===== config.mk =====
export PLATFORM = sky130hd
export DESIGN_NAME = span_timestamp_profiler_unit_flat
export DESIGN_NICKNAME = d
export VERILOG_FILES = /design/src/sv/stp_pkg.sv /design/src/sv/stp_if.sv /design/src/sv/span_timestamp_profiler_unit.sv /design/src/sv/stp_ram.sv /design/src/sv/stp_engine.sv /design/src/flat_wrapper.sv
export SDC_FILE = /design/constraint.sdc
export NUM_CORES = 2
export LEC_CHECK = 0
export BUFFER_PORTS_ARGS = -buffer_cell sky130_fd_sc_hd__buf_2
export CORE_ASPECT_RATIO = 1.25
export CORE_MARGIN = 2
export CORE_UTILIZATION = 60
export CTS_BUF_LIST = sky130_fd_sc_hd__clkbuf_4
export DETAILED_ROUTE_END_ITERATION = 10
export HOLD_SLACK_MARGIN = 0.12
export PLACE_DENSITY = 0.77
export SKIP_CTS_REPAIR_TIMING = 1
export SYNTH_ARGS = -nofsm -noshare
export SYNTH_HDL_FRONTEND = slang
export SYNTH_SLANG_ARGS = --single-unit

===== constraint.sdc =====
create_clock -name i_clk -period 12.7 [get_ports i_clk]
set_input_delay 1.27 -clock i_clk [delete_from_list [all_inputs] [get_ports i_clk]]
set_output_delay 1.27 -clock i_clk [all_outputs]
set_load 0.005 [all_outputs]

===== src/sv/stp_pkg.sv =====
// stp_pkg: shared types, codes and helper functions for the span timestamp profiler.
// No dependencies; used by the interfaces, the top level and stp_engine.
package stp_pkg;

    localparam int KIND_W   = 2;
    localparam int STAMP_W  = 64;
    localparam int IDX_W    = 4;
    localparam int TIME_W   = 40;
    localparam int VB_W     = 7;
    localparam int PERIOD_W = 24;
    localparam int CFG_IDX_W = 1;
    localparam int CFG_DATA_W = 24;
    localparam int MUL_A_W  = 20;
    localparam int MUL_B_W  = 24;
    localparam int PROD_W   = MUL_A_W + MUL_B_W;
    localparam int ACC_W    = 64;

    localparam logic [KIND_W-1:0] KIND_BEGIN = 2'd0;
    localparam logic [KIND_W-1:0] KIND_MARK  = 2'd1;
    localparam logic [KIND_W-1:0] KIND_END   = 2'd2;
    localparam logic [KIND_W-1:0] KIND_QUERY = 2'd3;

    localparam logic RES_TOTAL = 1'b0;
    localparam logic RES_SPAN  = 1'b1;

    localparam logic [CFG_IDX_W-1:0] CFG_STAMP_BITS  = 1'd0;
    localparam logic [CFG_IDX_W-1:0] CFG_TICK_PERIOD = 1'd1;

    localparam logic [VB_W-1:0]     VB_RESET     = 7'd64;
    localparam logic [PERIOD_W-1:0] PERIOD_RESET = 24'd65536;

    localparam logic [TIME_W-1:0]  MAX40    = 40'hFF_FFFF_FFFF;
    localparam logic [MUL_B_W-1:0] W_OLD    = 24'd60293;
    localparam logic [MUL_B_W-1:0] W_NEW    = 24'd5243;
    localparam logic [ACC_W-1:0]   HALF_Q16 = 64'd32768;

    typedef struct packed {
        logic [VB_W-1:0]     stamp_valid_bits;
        logic [PERIOD_W-1:0] tick_period_q16;
    } t_cfg;

    typedef struct packed {
        logic              result_kind;
        logic [TIME_W-1:0] time_ns;
        logic              time_valid;
    } t_result;

    function automatic logic [STAMP_W-1:0] wrap_mask(input logic [VB_W-1:0] vb);
        logic [STAMP_W-1:0] m;
        if (vb == '0 || vb[VB_W-1]) begin
            m = '1;
        end else begin
            m = ~({STAMP_W{1'b1}} << vb[VB_W-2:0]);
        end
        return m;
    endfunction

    function automatic logic [TIME_W-1:0] sat40(input logic [STAMP_W:0] v);
        logic [TIME_W-1:0] r;
        if (|v[STAMP_W:TIME_W]) begin
            r = MAX40;
        end else begin
            r = v[TIME_W-1:0];
        end
        return r;
    endfunction

endpackage


===== src/sv/stp_if.sv =====
// stp_if: valid/ready channel interfaces for items, results and register writes.
// Depends on stp_pkg for field widths.
interface stp_item_if;
    logic                          valid;
    logic                          ready;
    logic [stp_pkg::KIND_W-1:0]    kind;
    logic [stp_pkg::STAMP_W-1:0]   stamp_value;
    logic [stp_pkg::IDX_W-1:0]     span_index;

    modport source (output valid, kind, stamp_value, span_index, input ready);
    modport sink   (input valid, kind, stamp_value, span_index, output ready);
endinterface

interface stp_result_if;
    logic                         valid;
    logic                         ready;
    logic                         result_kind;
    logic [stp_pkg::TIME_W-1:0]   time_ns;
    logic                         time_valid;

    modport source (output valid, result_kind, time_ns, time_valid, input ready);
    modport sink   (input valid, result_kind, time_ns, time_valid, output ready);
endinterface

interface stp_cfg_if;
    logic                            valid;
    logic                            ready;
    logic [stp_pkg::CFG_IDX_W-1:0]   index;
    logic [stp_pkg::CFG_DATA_W-1:0]  data;

    modport source (output valid, index, data, input ready);
    modport sink   (input valid, index, data, output ready);
endinterface


===== src/sv/span_timestamp_profiler_unit.sv =====
// Span timestamp profiler, top level. Begin items stamp the frame start, marks add
// wrap-masked stamp differences into per-span tick sums held in a small RAM, an end
// item converts each sum to ns and folds it into a per-span EMA (0.92/0.08, Q16) kept
// in a second RAM, and emits the saturated total; a query returns one smoothed span.
// Begin and ignored items leave the sequencer idle, a mark reads and writes back its
// span's tick sum, a query reads the RAMs unless its span is out of range, and an end
// walks every span, its run set by the per-span read-modify-write and the single 20x24
// multiplier doing two partial products per span for the conversion and four more for
// the EMA once the span is seeded. Results leave through an output register, so the
// next item is taken while a result waits. Register writes are taken every cycle.
// Depends on stp_pkg, stp_if, stp_engine, stp_ram.
module span_timestamp_profiler_unit #(
    parameter int SPANS            = 6,
    parameter int STAMPS_PER_FRAME = 24
) (
    input  logic          i_clk,
    input  logic          i_rst_n,
    stp_cfg_if.sink       i_cfg,
    stp_item_if.sink      i_item,
    stp_result_if.source  o_result
);

    stp_pkg::t_cfg    r_cfg;
    logic             r_out_valid;
    stp_pkg::t_result r_out;
    logic             res_valid;
    stp_pkg::t_result res;
    logic             res_ready;

    assign i_cfg.ready = 1'b1;

    always_ff @(posedge i_clk) begin
        if (!i_rst_n) begin
            r_cfg.stamp_valid_bits <= stp_pkg::VB_RESET;
            r_cfg.tick_period_q16  <= stp_pkg::PERIOD_RESET;
        end else if (i_cfg.valid && i_cfg.ready) begin
            unique case (i_cfg.index)
                stp_pkg::CFG_STAMP_BITS:
                    r_cfg.stamp_valid_bits <= i_cfg.data[stp_pkg::VB_W-1:0];
                stp_pkg::CFG_TICK_PERIOD:
                    r_cfg.tick_period_q16 <= i_cfg.data[stp_pkg::PERIOD_W-1:0];
            endcase
        end
    end

    stp_engine #(
        .SPANS            (SPANS),
        .STAMPS_PER_FRAME (STAMPS_PER_FRAME)
    ) u_engine (
        .i_clk       (i_clk),
        .i_rst_n     (i_rst_n),
        .i_item      (i_item),
        .i_cfg       (r_cfg),
        .o_res_valid (res_valid),
        .o_res       (res),
        .i_res_ready (res_ready)
    );

    // output register
    assign res_ready = !r_out_valid || o_result.ready;

    always_ff @(posedge i_clk) begin
        if (!i_rst_n) begin
            r_out_valid <= 1'b0;
        end else if (res_valid && res_ready) begin
            r_out_valid <= 1'b1;
        end else if (o_result.ready) begin
            r_out_valid <= 1'b0;
        end
    end

    always_ff @(posedge i_clk) begin
        if (res_valid && res_ready) begin
            r_out <= res;
        end
    end

    assign o_result.valid       = r_out_valid;
    assign o_result.result_kind = r_out.result_kind;
    assign o_result.time_ns     = r_out.time_ns;
    assign o_result.time_valid  = r_out.time_valid;

`ifndef ASSERT_OFF
    a_no_overwrite: assert property (@(posedge i_clk) disable iff (!i_rst_n)
        (res_valid && r_out_valid && !o_result.ready) |=> $stable(r_out))
        else $error("output register overwritten while stalled");

    a_no_item_while_pending: assert property (@(posedge i_clk) disable iff (!i_rst_n)
        (i_item.valid && i_item.ready) |-> !res_valid)
        else $error("item taken while a result is pending");

    a_total_valid: assert property (@(posedge i_clk) disable iff (!i_rst_n)
        (o_result.valid && o_result.result_kind == stp_pkg::RES_TOTAL)
            |-> o_result.time_valid)
        else $error("frame total reported as invalid");

    a_drain: assert property (@(posedge i_clk) disable iff (!i_rst_n)
        (o_result.valid && o_result.ready && !res_valid) |=> !o_result.valid)
        else $error("result repeated after transfer");
`endif

endmodule


===== src/sv/stp_ram.sv =====
// stp_ram: simple dual-port synchronous RAM, one write and one registered read port.
// No dependencies.
module stp_ram #(
    parameter int WIDTH = 40,
    parameter int DEPTH = 6,
    parameter int AW    = 3
) (
    input  logic             i_clk,
    input  logic             i_we,
    input  logic [AW-1:0]    i_waddr,
    input  logic [WIDTH-1:0] i_wdata,
    input  logic             i_re,
    input  logic [AW-1:0]    i_raddr,
    output logic [WIDTH-1:0] o_rdata
);

    logic [WIDTH-1:0] r_mem [DEPTH];

    always_ff @(posedge i_clk) begin
        if (i_we) begin
            r_mem[i_waddr] <= i_wdata;
        end
    end

    always_ff @(posedge i_clk) begin
        if (i_re) begin
            o_rdata <= r_mem[i_raddr];
        end
    end

endmodule


===== src/sv/stp_engine.sv =====
// stp_engine: item sequencer over the span tick and smoothed-time memories,
// with one shared 20x24 multiplier and accumulator. Depends on stp_pkg, stp_if, stp_ram.
module stp_engine #(
    parameter int SPANS            = 6,
    parameter int STAMPS_PER_FRAME = 24
) (
    input  logic             i_clk,
    input  logic             i_rst_n,
    stp_item_if.sink         i_item,
    input  stp_pkg::t_cfg    i_cfg,
    output logic             o_res_valid,
    output stp_pkg::t_result o_res,
    input  logic             i_res_ready
);

    localparam int AW = (SPANS > 1) ? $clog2(SPANS) : 1;
    localparam int CW = $clog2(STAMPS_PER_FRAME + 1);
    localparam int TW = stp_pkg::TIME_W;
    localparam int AH = stp_pkg::MUL_A_W;

    localparam logic [4:0] S_IDLE = 5'd0;
    localparam logic [4:0] S_M_RD = 5'd1;
    localparam logic [4:0] S_M_WR = 5'd2;
    localparam logic [4:0] S_Q_RD = 5'd3;
    localparam logic [4:0] S_Q_OUT = 5'd4;
    localparam logic [4:0] S_E_RD = 5'd5;
    localparam logic [4:0] S_E_LD = 5'd6;
    localparam logic [4:0] S_E_M0 = 5'd7;
    localparam logic [4:0] S_E_M1 = 5'd8;
    localparam logic [4:0] S_E_M2 = 5'd9;
    localparam logic [4:0] S_E_NS = 5'd10;
    localparam logic [4:0] S_E_W0 = 5'd11;
    localparam logic [4:0] S_E_W1 = 5'd12;
    localparam logic [4:0] S_E_W2 = 5'd13;
    localparam logic [4:0] S_E_W3 = 5'd14;
    localparam logic [4:0] S_E_W4 = 5'd15;
    localparam logic [4:0] S_E_EV = 5'd16;
    localparam logic [4:0] S_E_WR = 5'd17;
    localparam logic [4:0] S_EMIT = 5'd18;

    logic [4:0]                  r_state, n_state;
    logic                        r_open;
    logic [CW-1:0]               r_count;
    logic [SPANS-1:0]            r_tvalid;
    logic [SPANS-1:0]            r_seeded;
    logic                        r_pv;

    logic [stp_pkg::STAMP_W-1:0] r_prev;
    logic [stp_pkg::STAMP_W-1:0] r_diff;
    logic [stp_pkg::IDX_W-1:0]   r_idx;
    logic [AW-1:0]               r_span;
    logic [TW-1:0]               r_ticks;
    logic [TW-1:0]               r_old;
    logic                        r_seed;
    logic [TW-1:0]               r_ns;
    logic [TW-1:0]               r_new;
    logic [TW-1:0]               r_total;
    logic [stp_pkg::PROD_W-1:0]  r_prod;
    logic                        r_psh;
    logic [stp_pkg::ACC_W-1:0]   r_acc;
    stp_pkg::t_result            r_res;

    logic                        accept;
    logic                        idx_ok;
    logic [AW-1:0]               idx_a;
    logic [AW-1:0]               rd_addr;
    logic                        rd_en;
    logic [TW-1:0]               ticks_rdata;
    logic [TW-1:0]               ema_rdata;
    logic                        ticks_we;
    logic [TW-1:0]               ticks_cur;
    logic [TW-1:0]               ticks_sum;
    logic                        ema_we;
    logic [AH-1:0]               mul_a;
    logic [stp_pkg::MUL_B_W-1:0] mul_b;
    logic                        mul_go;
    logic                        mul_sh;
    logic [stp_pkg::ACC_W-1:0]   prod_ext;
    logic [TW-1:0]               acc_sat;
    logic [TW-1:0]               total_sum;
    logic                        last_span;

    assign i_item.ready = (r_state == S_IDLE);
    assign accept       = i_item.valid && i_item.ready;
    assign o_res_valid  = (r_state == S_EMIT);
    assign o_res        = r_res;

    assign idx_ok    = ({1'b0, r_idx} < (stp_pkg::IDX_W + 1)'(SPANS));
    assign idx_a     = r_idx[AW-1:0];
    assign last_span = (r_span == AW'(SPANS - 1));

    assign rd_addr = (r_state == S_M_RD || r_state == S_Q_RD) ? idx_a : r_span;
    assign rd_en   = (r_state == S_M_RD || r_state == S_Q_RD || r_state == S_E_RD);

    assign ticks_we  = (r_state == S_M_WR);
    assign ticks_cur = r_tvalid[idx_a] ? ticks_rdata : '0;
    assign ticks_sum = stp_pkg::sat40({1'b0, r_diff} + {25'd0, ticks_cur});
    assign ema_we    = (r_state == S_E_WR);

    assign acc_sat   = stp_pkg::sat40({17'd0, r_acc[stp_pkg::ACC_W-1:16]});
    assign total_sum = stp_pkg::sat40({25'd0, r_total} + {25'd0, r_new});
    assign prod_ext  = r_psh ? {r_prod, {AH{1'b0}}} : {{AH{1'b0}}, r_prod};

    stp_ram #(.WIDTH(TW), .DEPTH(SPANS), .AW(AW)) u_ticks_ram (
        .i_clk   (i_clk),
        .i_we    (ticks_we),
        .i_waddr (idx_a),
        .i_wdata (ticks_sum),
        .i_re    (rd_en),
        .i_raddr (rd_addr),
        .o_rdata (ticks_rdata)
    );

    stp_ram #(.WIDTH(TW), .DEPTH(SPANS), .AW(AW)) u_ema_ram (
        .i_clk   (i_clk),
        .i_we    (ema_we),
        .i_waddr (r_span),
        .i_wdata (r_new),
        .i_re    (rd_en),
        .i_raddr (rd_addr),
        .o_rdata (ema_rdata)
    );

    // multiplier operand select
    always_comb begin
        mul_a  = '0;
        mul_b  = '0;
        mul_go = 1'b0;
        mul_sh = 1'b0;
        unique case (r_state)
            S_E_M0: begin
                mul_a = r_ticks[AH-1:0];  mul_b = i_cfg.tick_period_q16;
                mul_go = 1'b1;
            end
            S_E_M1: begin
                mul_a = r_ticks[TW-1:AH]; mul_b = i_cfg.tick_period_q16;
                mul_go = 1'b1; mul_sh = 1'b1;
            end
            S_E_W0: begin
                mul_a = r_old[AH-1:0];    mul_b = stp_pkg::W_OLD;
                mul_go = 1'b1;
            end
            S_E_W1: begin
                mul_a = r_old[TW-1:AH];   mul_b = stp_pkg::W_OLD;
                mul_go = 1'b1; mul_sh = 1'b1;
            end
            S_E_W2: begin
                mul_a = r_ns[AH-1:0];     mul_b = stp_pkg::W_NEW;
                mul_go = 1'b1;
            end
            S_E_W3: begin
                mul_a = r_ns[TW-1:AH];    mul_b = stp_pkg::W_NEW;
                mul_go = 1'b1; mul_sh = 1'b1;
            end
            default: begin
                mul_go = 1'b0;
            end
        endcase
    end

    always_comb begin
        n_state = r_state;
        unique case (r_state)
            S_IDLE: begin
                if (accept) begin
                    unique case (i_item.kind)
                        stp_pkg::KIND_BEGIN: n_state = S_IDLE;
                        stp_pkg::KIND_MARK: begin
                            if (r_open && r_count < CW'(STAMPS_PER_FRAME)
                                && ({1'b0, i_item.span_index}
                                    < (stp_pkg::IDX_W + 1)'(SPANS))) begin
                                n_state = S_M_RD;
                            end
                        end
                        stp_pkg::KIND_END: begin
                            if (r_open) begin
                                n_state = S_E_RD;
                            end
                        end
                        stp_pkg::KIND_QUERY: begin
                            if ({1'b0, i_item.span_index} < (stp_pkg::IDX_W + 1)'(SPANS)) begin
                                n_state = S_Q_RD;
                            end else begin
                                n_state = S_EMIT;
                            end
                        end
                    endcase
                end
            end
            S_M_RD:  n_state = S_M_WR;
            S_M_WR:  n_state = S_IDLE;
            S_Q_RD:  n_state = S_Q_OUT;
            S_Q_OUT: n_state = S_EMIT;
            S_E_RD:  n_state = S_E_LD;
            S_E_LD:  n_state = S_E_M0;
            S_E_M0:  n_state = S_E_M1;
            S_E_M1:  n_state = S_E_M2;
            S_E_M2:  n_state = S_E_NS;
            S_E_NS:  n_state = r_seed ? S_E_W0 : S_E_WR;
            S_E_W0:  n_state = S_E_W1;
            S_E_W1:  n_state = S_E_W2;
            S_E_W2:  n_state = S_E_W3;
            S_E_W3:  n_state = S_E_W4;
            S_E_W4:  n_state = S_E_EV;
            S_E_EV:  n_state = S_E_WR;
            S_E_WR:  n_state = last_span ? S_EMIT : S_E_RD;
            S_EMIT: begin
                if (i_res_ready) begin
                    n_state = S_IDLE;
                end
            end
            default: n_state = S_IDLE;
        endcase
    end

    // control state
    always_ff @(posedge i_clk) begin
        if (!i_rst_n) begin
            r_state  <= S_IDLE;
            r_open   <= 1'b0;
            r_count  <= '0;
            r_tvalid <= '0;
            r_seeded <= '0;
            r_pv     <= 1'b0;
        end else begin
            r_state <= n_state;
            r_pv    <= mul_go;
            if (accept) begin
                unique case (i_item.kind)
                    stp_pkg::KIND_BEGIN: begin
                        r_open   <= 1'b1;
                        r_count  <= CW'(1);
                        r_tvalid <= '0;
                    end
                    stp_pkg::KIND_MARK: begin
                        if (r_open && r_count < CW'(STAMPS_PER_FRAME)) begin
                            r_count <= r_count + CW'(1);
                        end
                    end
                    stp_pkg::KIND_END: begin
                        r_open <= 1'b0;
                    end
                    stp_pkg::KIND_QUERY: begin
                        r_open <= r_open;
                    end
                endcase
            end
            if (ticks_we) begin
                r_tvalid[idx_a] <= 1'b1;
            end
            if (ema_we) begin
                r_seeded[r_span] <= 1'b1;
            end
        end
    end

    // datapath
    always_ff @(posedge i_clk) begin
        r_prod <= mul_a * mul_b;
        r_psh  <= mul_sh;
        if (r_state == S_E_LD || r_state == S_E_NS) begin
            r_acc <= stp_pkg::HALF_Q16;
        end else if (r_pv) begin
            r_acc <= r_acc + prod_ext;
        end
        if (accept) begin
            r_idx <= i_item.span_index;
            if (i_item.kind == stp_pkg::KIND_BEGIN) begin
                r_prev <= i_item.stamp_value;
            end
            if (i_item.kind == stp_pkg::KIND_MARK && r_open
                && r_count < CW'(STAMPS_PER_FRAME)) begin
                r_diff <= (i_item.stamp_value - r_prev)
                          & stp_pkg::wrap_mask(i_cfg.stamp_valid_bits);
                r_prev <= i_item.stamp_value;
            end
            if (i_item.kind == stp_pkg::KIND_END) begin
                r_span  <= '0;
                r_total <= '0;
            end
            if (i_item.kind == stp_pkg::KIND_QUERY) begin
                r_res <= '{result_kind: stp_pkg::RES_SPAN, time_ns: '0, time_valid: 1'b0};
            end
        end
        if (r_state == S_Q_OUT && idx_ok) begin
            r_res <= '{result_kind: stp_pkg::RES_SPAN,
                       time_ns: r_seeded[idx_a] ? ema_rdata : '0,
                       time_valid: r_seeded[idx_a]};
        end
        if (r_state == S_E_LD) begin
            r_ticks <= r_tvalid[r_span] ? ticks_rdata : '0;
            r_old   <= ema_rdata;
            r_seed  <= r_seeded[r_span];
        end
        if (r_state == S_E_NS) begin
            r_ns  <= acc_sat;
            r_new <= acc_sat;
        end
        if (r_state == S_E_EV) begin
            r_new <= acc_sat;
        end
        if (r_state == S_E_WR) begin
            r_total <= total_sum;
            r_span  <= r_span + AW'(1);
            if (last_span) begin
                r_res <= '{result_kind: stp_pkg::RES_TOTAL, time_ns: total_sum,
                           time_valid: 1'b1};
            end
        end
    end

endmodule

===== src/flat_wrapper.sv =====
// flat-port wrapper written by rule: the top's interface ports become plain ports
module span_timestamp_profiler_unit_flat 
#(
    parameter int SPANS            = 6,
    parameter int STAMPS_PER_FRAME = 24
)
  (i_clk, i_rst_n, i_cfg_valid, i_cfg_index, i_cfg_data, i_cfg_ready, i_item_valid, i_item_kind, i_item_stamp_value, i_item_span_index, i_item_ready, o_result_valid, o_result_result_kind, o_result_time_ns, o_result_time_valid, o_result_ready);
  stp_cfg_if i_cfg_i ();
  stp_item_if i_item_i ();
  stp_result_if o_result_i ();
  input  logic i_clk;
  input  logic i_rst_n;
  input wire logic [$bits(i_cfg_i.valid)-1:0] i_cfg_valid;
  input wire logic [$bits(i_cfg_i.index)-1:0] i_cfg_index;
  input wire logic [$bits(i_cfg_i.data)-1:0] i_cfg_data;
  output wire logic [$bits(i_cfg_i.ready)-1:0] i_cfg_ready;
  input wire logic [$bits(i_item_i.valid)-1:0] i_item_valid;
  input wire logic [$bits(i_item_i.kind)-1:0] i_item_kind;
  input wire logic [$bits(i_item_i.stamp_value)-1:0] i_item_stamp_value;
  input wire logic [$bits(i_item_i.span_index)-1:0] i_item_span_index;
  output wire logic [$bits(i_item_i.ready)-1:0] i_item_ready;
  output wire logic [$bits(o_result_i.valid)-1:0] o_result_valid;
  output wire logic [$bits(o_result_i.result_kind)-1:0] o_result_result_kind;
  output wire logic [$bits(o_result_i.time_ns)-1:0] o_result_time_ns;
  output wire logic [$bits(o_result_i.time_valid)-1:0] o_result_time_valid;
  input wire logic [$bits(o_result_i.ready)-1:0] o_result_ready;
  assign i_cfg_i.valid = i_cfg_valid;
  assign i_cfg_i.index = i_cfg_index;
  assign i_cfg_i.data = i_cfg_data;
  assign i_cfg_ready = i_cfg_i.ready;
  assign i_item_i.valid = i_item_valid;
  assign i_item_i.kind = i_item_kind;
  assign i_item_i.stamp_value = i_item_stamp_value;
  assign i_item_i.span_index = i_item_span_index;
  assign i_item_ready = i_item_i.ready;
  assign o_result_valid = o_result_i.valid;
  assign o_result_result_kind = o_result_i.result_kind;
  assign o_result_time_ns = o_result_i.time_ns;
  assign o_result_time_valid = o_result_i.time_valid;
  assign o_result_i.ready = o_result_ready;
  span_timestamp_profiler_unit #(.SPANS(SPANS), .STAMPS_PER_FRAME(STAMPS_PER_FRAME)) u_core (.i_clk(i_clk), .i_rst_n(i_rst_n), .i_cfg(i_cfg_i), .i_item(i_item_i), .o_result(o_result_i));
endmodule

==> results by group <==
Clock network
  • Worst-path clk slew: roughly 0.08 ns
  • Root Driver: clkbuf_4
  • CTS tree: done
  • Clock net sink count: 1145
  • H-tree depth: 5
  • Clk buf depth: 4
  • Total CTS buffers: approximately 300
  • Clock Latency Late Sink: ~1.3 ns

STA
  • Final worst path period need: 10.48 ns
  • Final Max Tran Viols: 0
  • Achievable Freq: 95.4 MHz
  • Setup TNS: 0 ns
  • Worst-margin pin slew: 1.27 ns
  • Setup-failing EPs final: 0
  • Post-route setup slack: ~2.2 ns
  • Fin crit share: 0.825
  • RSZ-0062 raised after global routing: false
  • Setup Skew: 0.128 ns
  • Slew headroom: 0.149
  • Final Hold Viols: 0

Floorplanning
  • DIE AREA: 0.121 sq mm
  • Num rows: 140
  • Die W: 311 um
  • Core area: about 0.12 sq mm
  • Initial Utilization: 0.606
  • I/O pin count: approximately 150
  • Die Y: 388 um

Logic synthesis
  • Post-synth top flop: edfxtp_1
  • Synth top area share: 0.398
  • Synth area leader: edfxtp_1
  • FFs w/ async S/R, synth: 0
  • Sequential-to-total area share from yosys stat: 0.456
  • Post-Syn Nets: 7253
  • Post-synth EDFFs: 938
  • #FFs+latches synth: 1145
  • Yosys warnings: 0
  • Synth area leaders: edfxtp_1, fa_1, ha_1
  • Cell variety after synth: 89
  • Syn_area_per_cell: 11.1 sq um
  • Mapped Area: 0.0708 sq mm
  • Post-Syn Instances: roughly 6400

Route
  • Routed WL: 215000 um
  • ANT nets after route: 0
  • Vias per cell: slightly above 6
  • First-pass DRT Iterations: 6
  • Wire per inst: 25.6 um
  • Vias: 52146
  • 1st-iter DRT viols: ~5300
  • Drc violations: 0

Worst setup path
  • CP max stage delay: 0.90 ns
  • WS Path Type: register to register
  • Critical-path maximum fanout: between 40 and 50
  • CP Launch Type: register
  • Slowest-stage cell, CP: or2_2
  • Most common cell on crit path: fa_1
  • Crit. End Element: register
  • Critical path data required time: between 10 and 15 ns
  • Worst EP arrival: 11.62 ns

Cells and area
  • Synth-to-Final Area Change: 8.56%
  • NumNets Final: 7482
  • Post-route insts no fill: 8388
  • Fill count: 9142
  • Ratio of cells with drive above 1 in the final layout: 0.143
  • Area of the multi-input gates: about 0.035 sq mm
  • Commonest non-fill, non-tap cell in the layout: edfxtp_1
  • Most frequent cells in the layout: edfxtp_1, nand2_1, inv_1
  • Register area: around 0.032 sq mm

Min path
  • Hold WC Path Type: input port to register

Run
  • Max cap viols: 0

Power
  • Combinational power share: 0.092
  • VDD IR-drop max: 0.0971 mV
  • Pwr Density: 106 mW/mm^2
  • Overall power: 0.00811 W
  • Sw Pwr: just over 0.002 W
  • Power share of the sequential group: 0.524
  • Lkg Pwr: approximately 32 nW
  • Clock network power share: 0.384
  • Sw Ratio: 0.254
  • Pint: 0.00605 W

GRT
  • First-pass GRT wire length: 321000 um
  • Initial antenna violation count: 7
  • Total GRT Usage: 0.356
  • Vias in the first global route: 52611
  • Largest net degree at the start of global routing: 97
  • GRT overflow: 0

Outcome
  • Run status: completed

Place
  • Port bufs: 143
  • Pre-CTS setup slack: 2.30 ns
  • Placed Cells incl. Taps: 7884
  • GP Congestion: 1.02
  • Final HPWL DP: between 150000 and 200000 um
cell usage after synthesis, types with 48 or more instances:
master and number:
clkbuf_1 278, a31oi_1 48, a21oi_1 400, o21ai_0 272, mux2i_1 137, xor2_1 89
o21bai_1 53, inv_1 571, fa_1 396, dfxtp_1 207, and2_1 138, nor2_1 514
nor2b_1 72, nand2_1 623, or2_2 54, ha_1 363, a221oi_1 67, edfxtp_1 938
mux4_2 80, nor3_1 54, nand4_1 68, a21o_1 172, nand3_1 58, xnor2_1 131
worst paths after layout:
kind,start,to,slack [ns],cells past startpoint
worst max register to register,u_core.u_engine.r_state[3],u_core.u_engine.r_prod[42],2.22,28
worst max-delay path,u_core.u_engine.r_state[3],u_core.u_engine.r_prod[42],2.22,28
worst min register to register,u_core.u_engine.o_res[40],u_core.o_result.time_ns[39],0.42,0
worst min-delay path,i_item_stamp_value[55],u_core.u_engine.r_prev[55],0.25,1
metal layers:
metal	track usage	part of all wire
met3	0.0587	0.077
met4	0.233	0.075
met1	0.429	0.36
met2	0.593	0.49
met5	0	0.000079
power by group through the flow:
stage               Sequential (W)  Combinational [W]  Clock (W)
floorplan                  0.00427           0.000531          0
CTS                        0.00425           0.000742    0.00317
finish                     0.00426           0.000745    0.00311
detailed placement         0.00433           0.000738          0
global route               0.00426           0.000812    0.00334
global placement           0.00433           0.000729          0
logic make-up after synthesis:
| family | after synthesis | share of synthesized area |
|---|---|---|
| adders and majority gates | 759 | 0.176 |
| AOI/OAI and AO/OA | 1343 | 0.123 |
| xor gates and xnor gates | 220 | 0.0272 |
| buffers and inverters | 885 | 0.0476 |
| and+or+nand+nor | 1796 | 0.120 |
| DFF | 1145 | 0.456 |
| other | 1 | 0.0000529 |
| muxes | 245 | 0.0493 |
layout make-up:
| type | instances | area share |
|---|---|---|
| Multi-Input combinational cell | 4364 | 0.461 |
| Sequential cell | 1145 | 0.420 |
| Clock buffer | 439 | 0.0429 |
| Inverter | 571 | 0.0279 |
| Tap cell | 1562 | 0.0254 |
| Timing Repair Buffer | 242 | 0.0190 |
| Clock inverter | 60 | 0.00379 |
| Antenna cell | 5 | 0.000163 |
critical path, delay by kind of cell (launching register included):
family          cells  cell delay (ns)
fa+ha+maj           8             3.84
simple gates        8             2.87
compound gates      7             2.49
flops               1             0.76
buf+inv             4             0.23
xor+xnor            1             0.15
state kept, by name, indices dropped and copies added, names as in the netlist, 4 cells and up:
name and count:
u_core.u_engine.r_acc 64, u_core.u_engine.r_idx 4, u_core.u_engine.r_old 40, u_core.u_engine.r_prod 44, u_core.u_engine.r_state 5, u_core.u_engine.r_prev 64
u_core.u_engine.r_tvalid 6, u_core.u_engine.r_seeded 6, u_core.u_engine.u_ticks_ram.o_rdata 40, u_core.u_engine.u_ema_ram.r_mem 240, u_core.u_engine.r_total 40, u_core.r_cfg 31
u_core.u_engine.r_ticks 40, u_core.u_engine.r_diff 64, u_core.u_engine.r_new 40, u_core.u_engine.r_ns 40, u_core.u_engine.r_count 5, u_core.u_engine.u_ticks_ram.r_mem 240
u_core.o_result.time_ns 40, u_core.u_engine.o_res 42, u_core.u_engine.u_ema_ram.o_rdata 40
per-stage QoR:
| step | hold slack (ns) | utilization | instance area [sq um] |
|---|---|---|---|
| 2_1_floorplan | 0.408 | - | 70800 |
| 3_3_place_gp | 0.417 | 0.627 | 73300 |
| 3_5_place_dp | 0.422 | 0.627 | 73300 |
| 4_1_cts | 0.168 | 0.658 | 76900 |
| 5_1_grt | 0.171 | 0.658 | 76900 |
| 6_report | 0.246 | 0.658 | 76900 |
(Power assumes the default switching activity.)
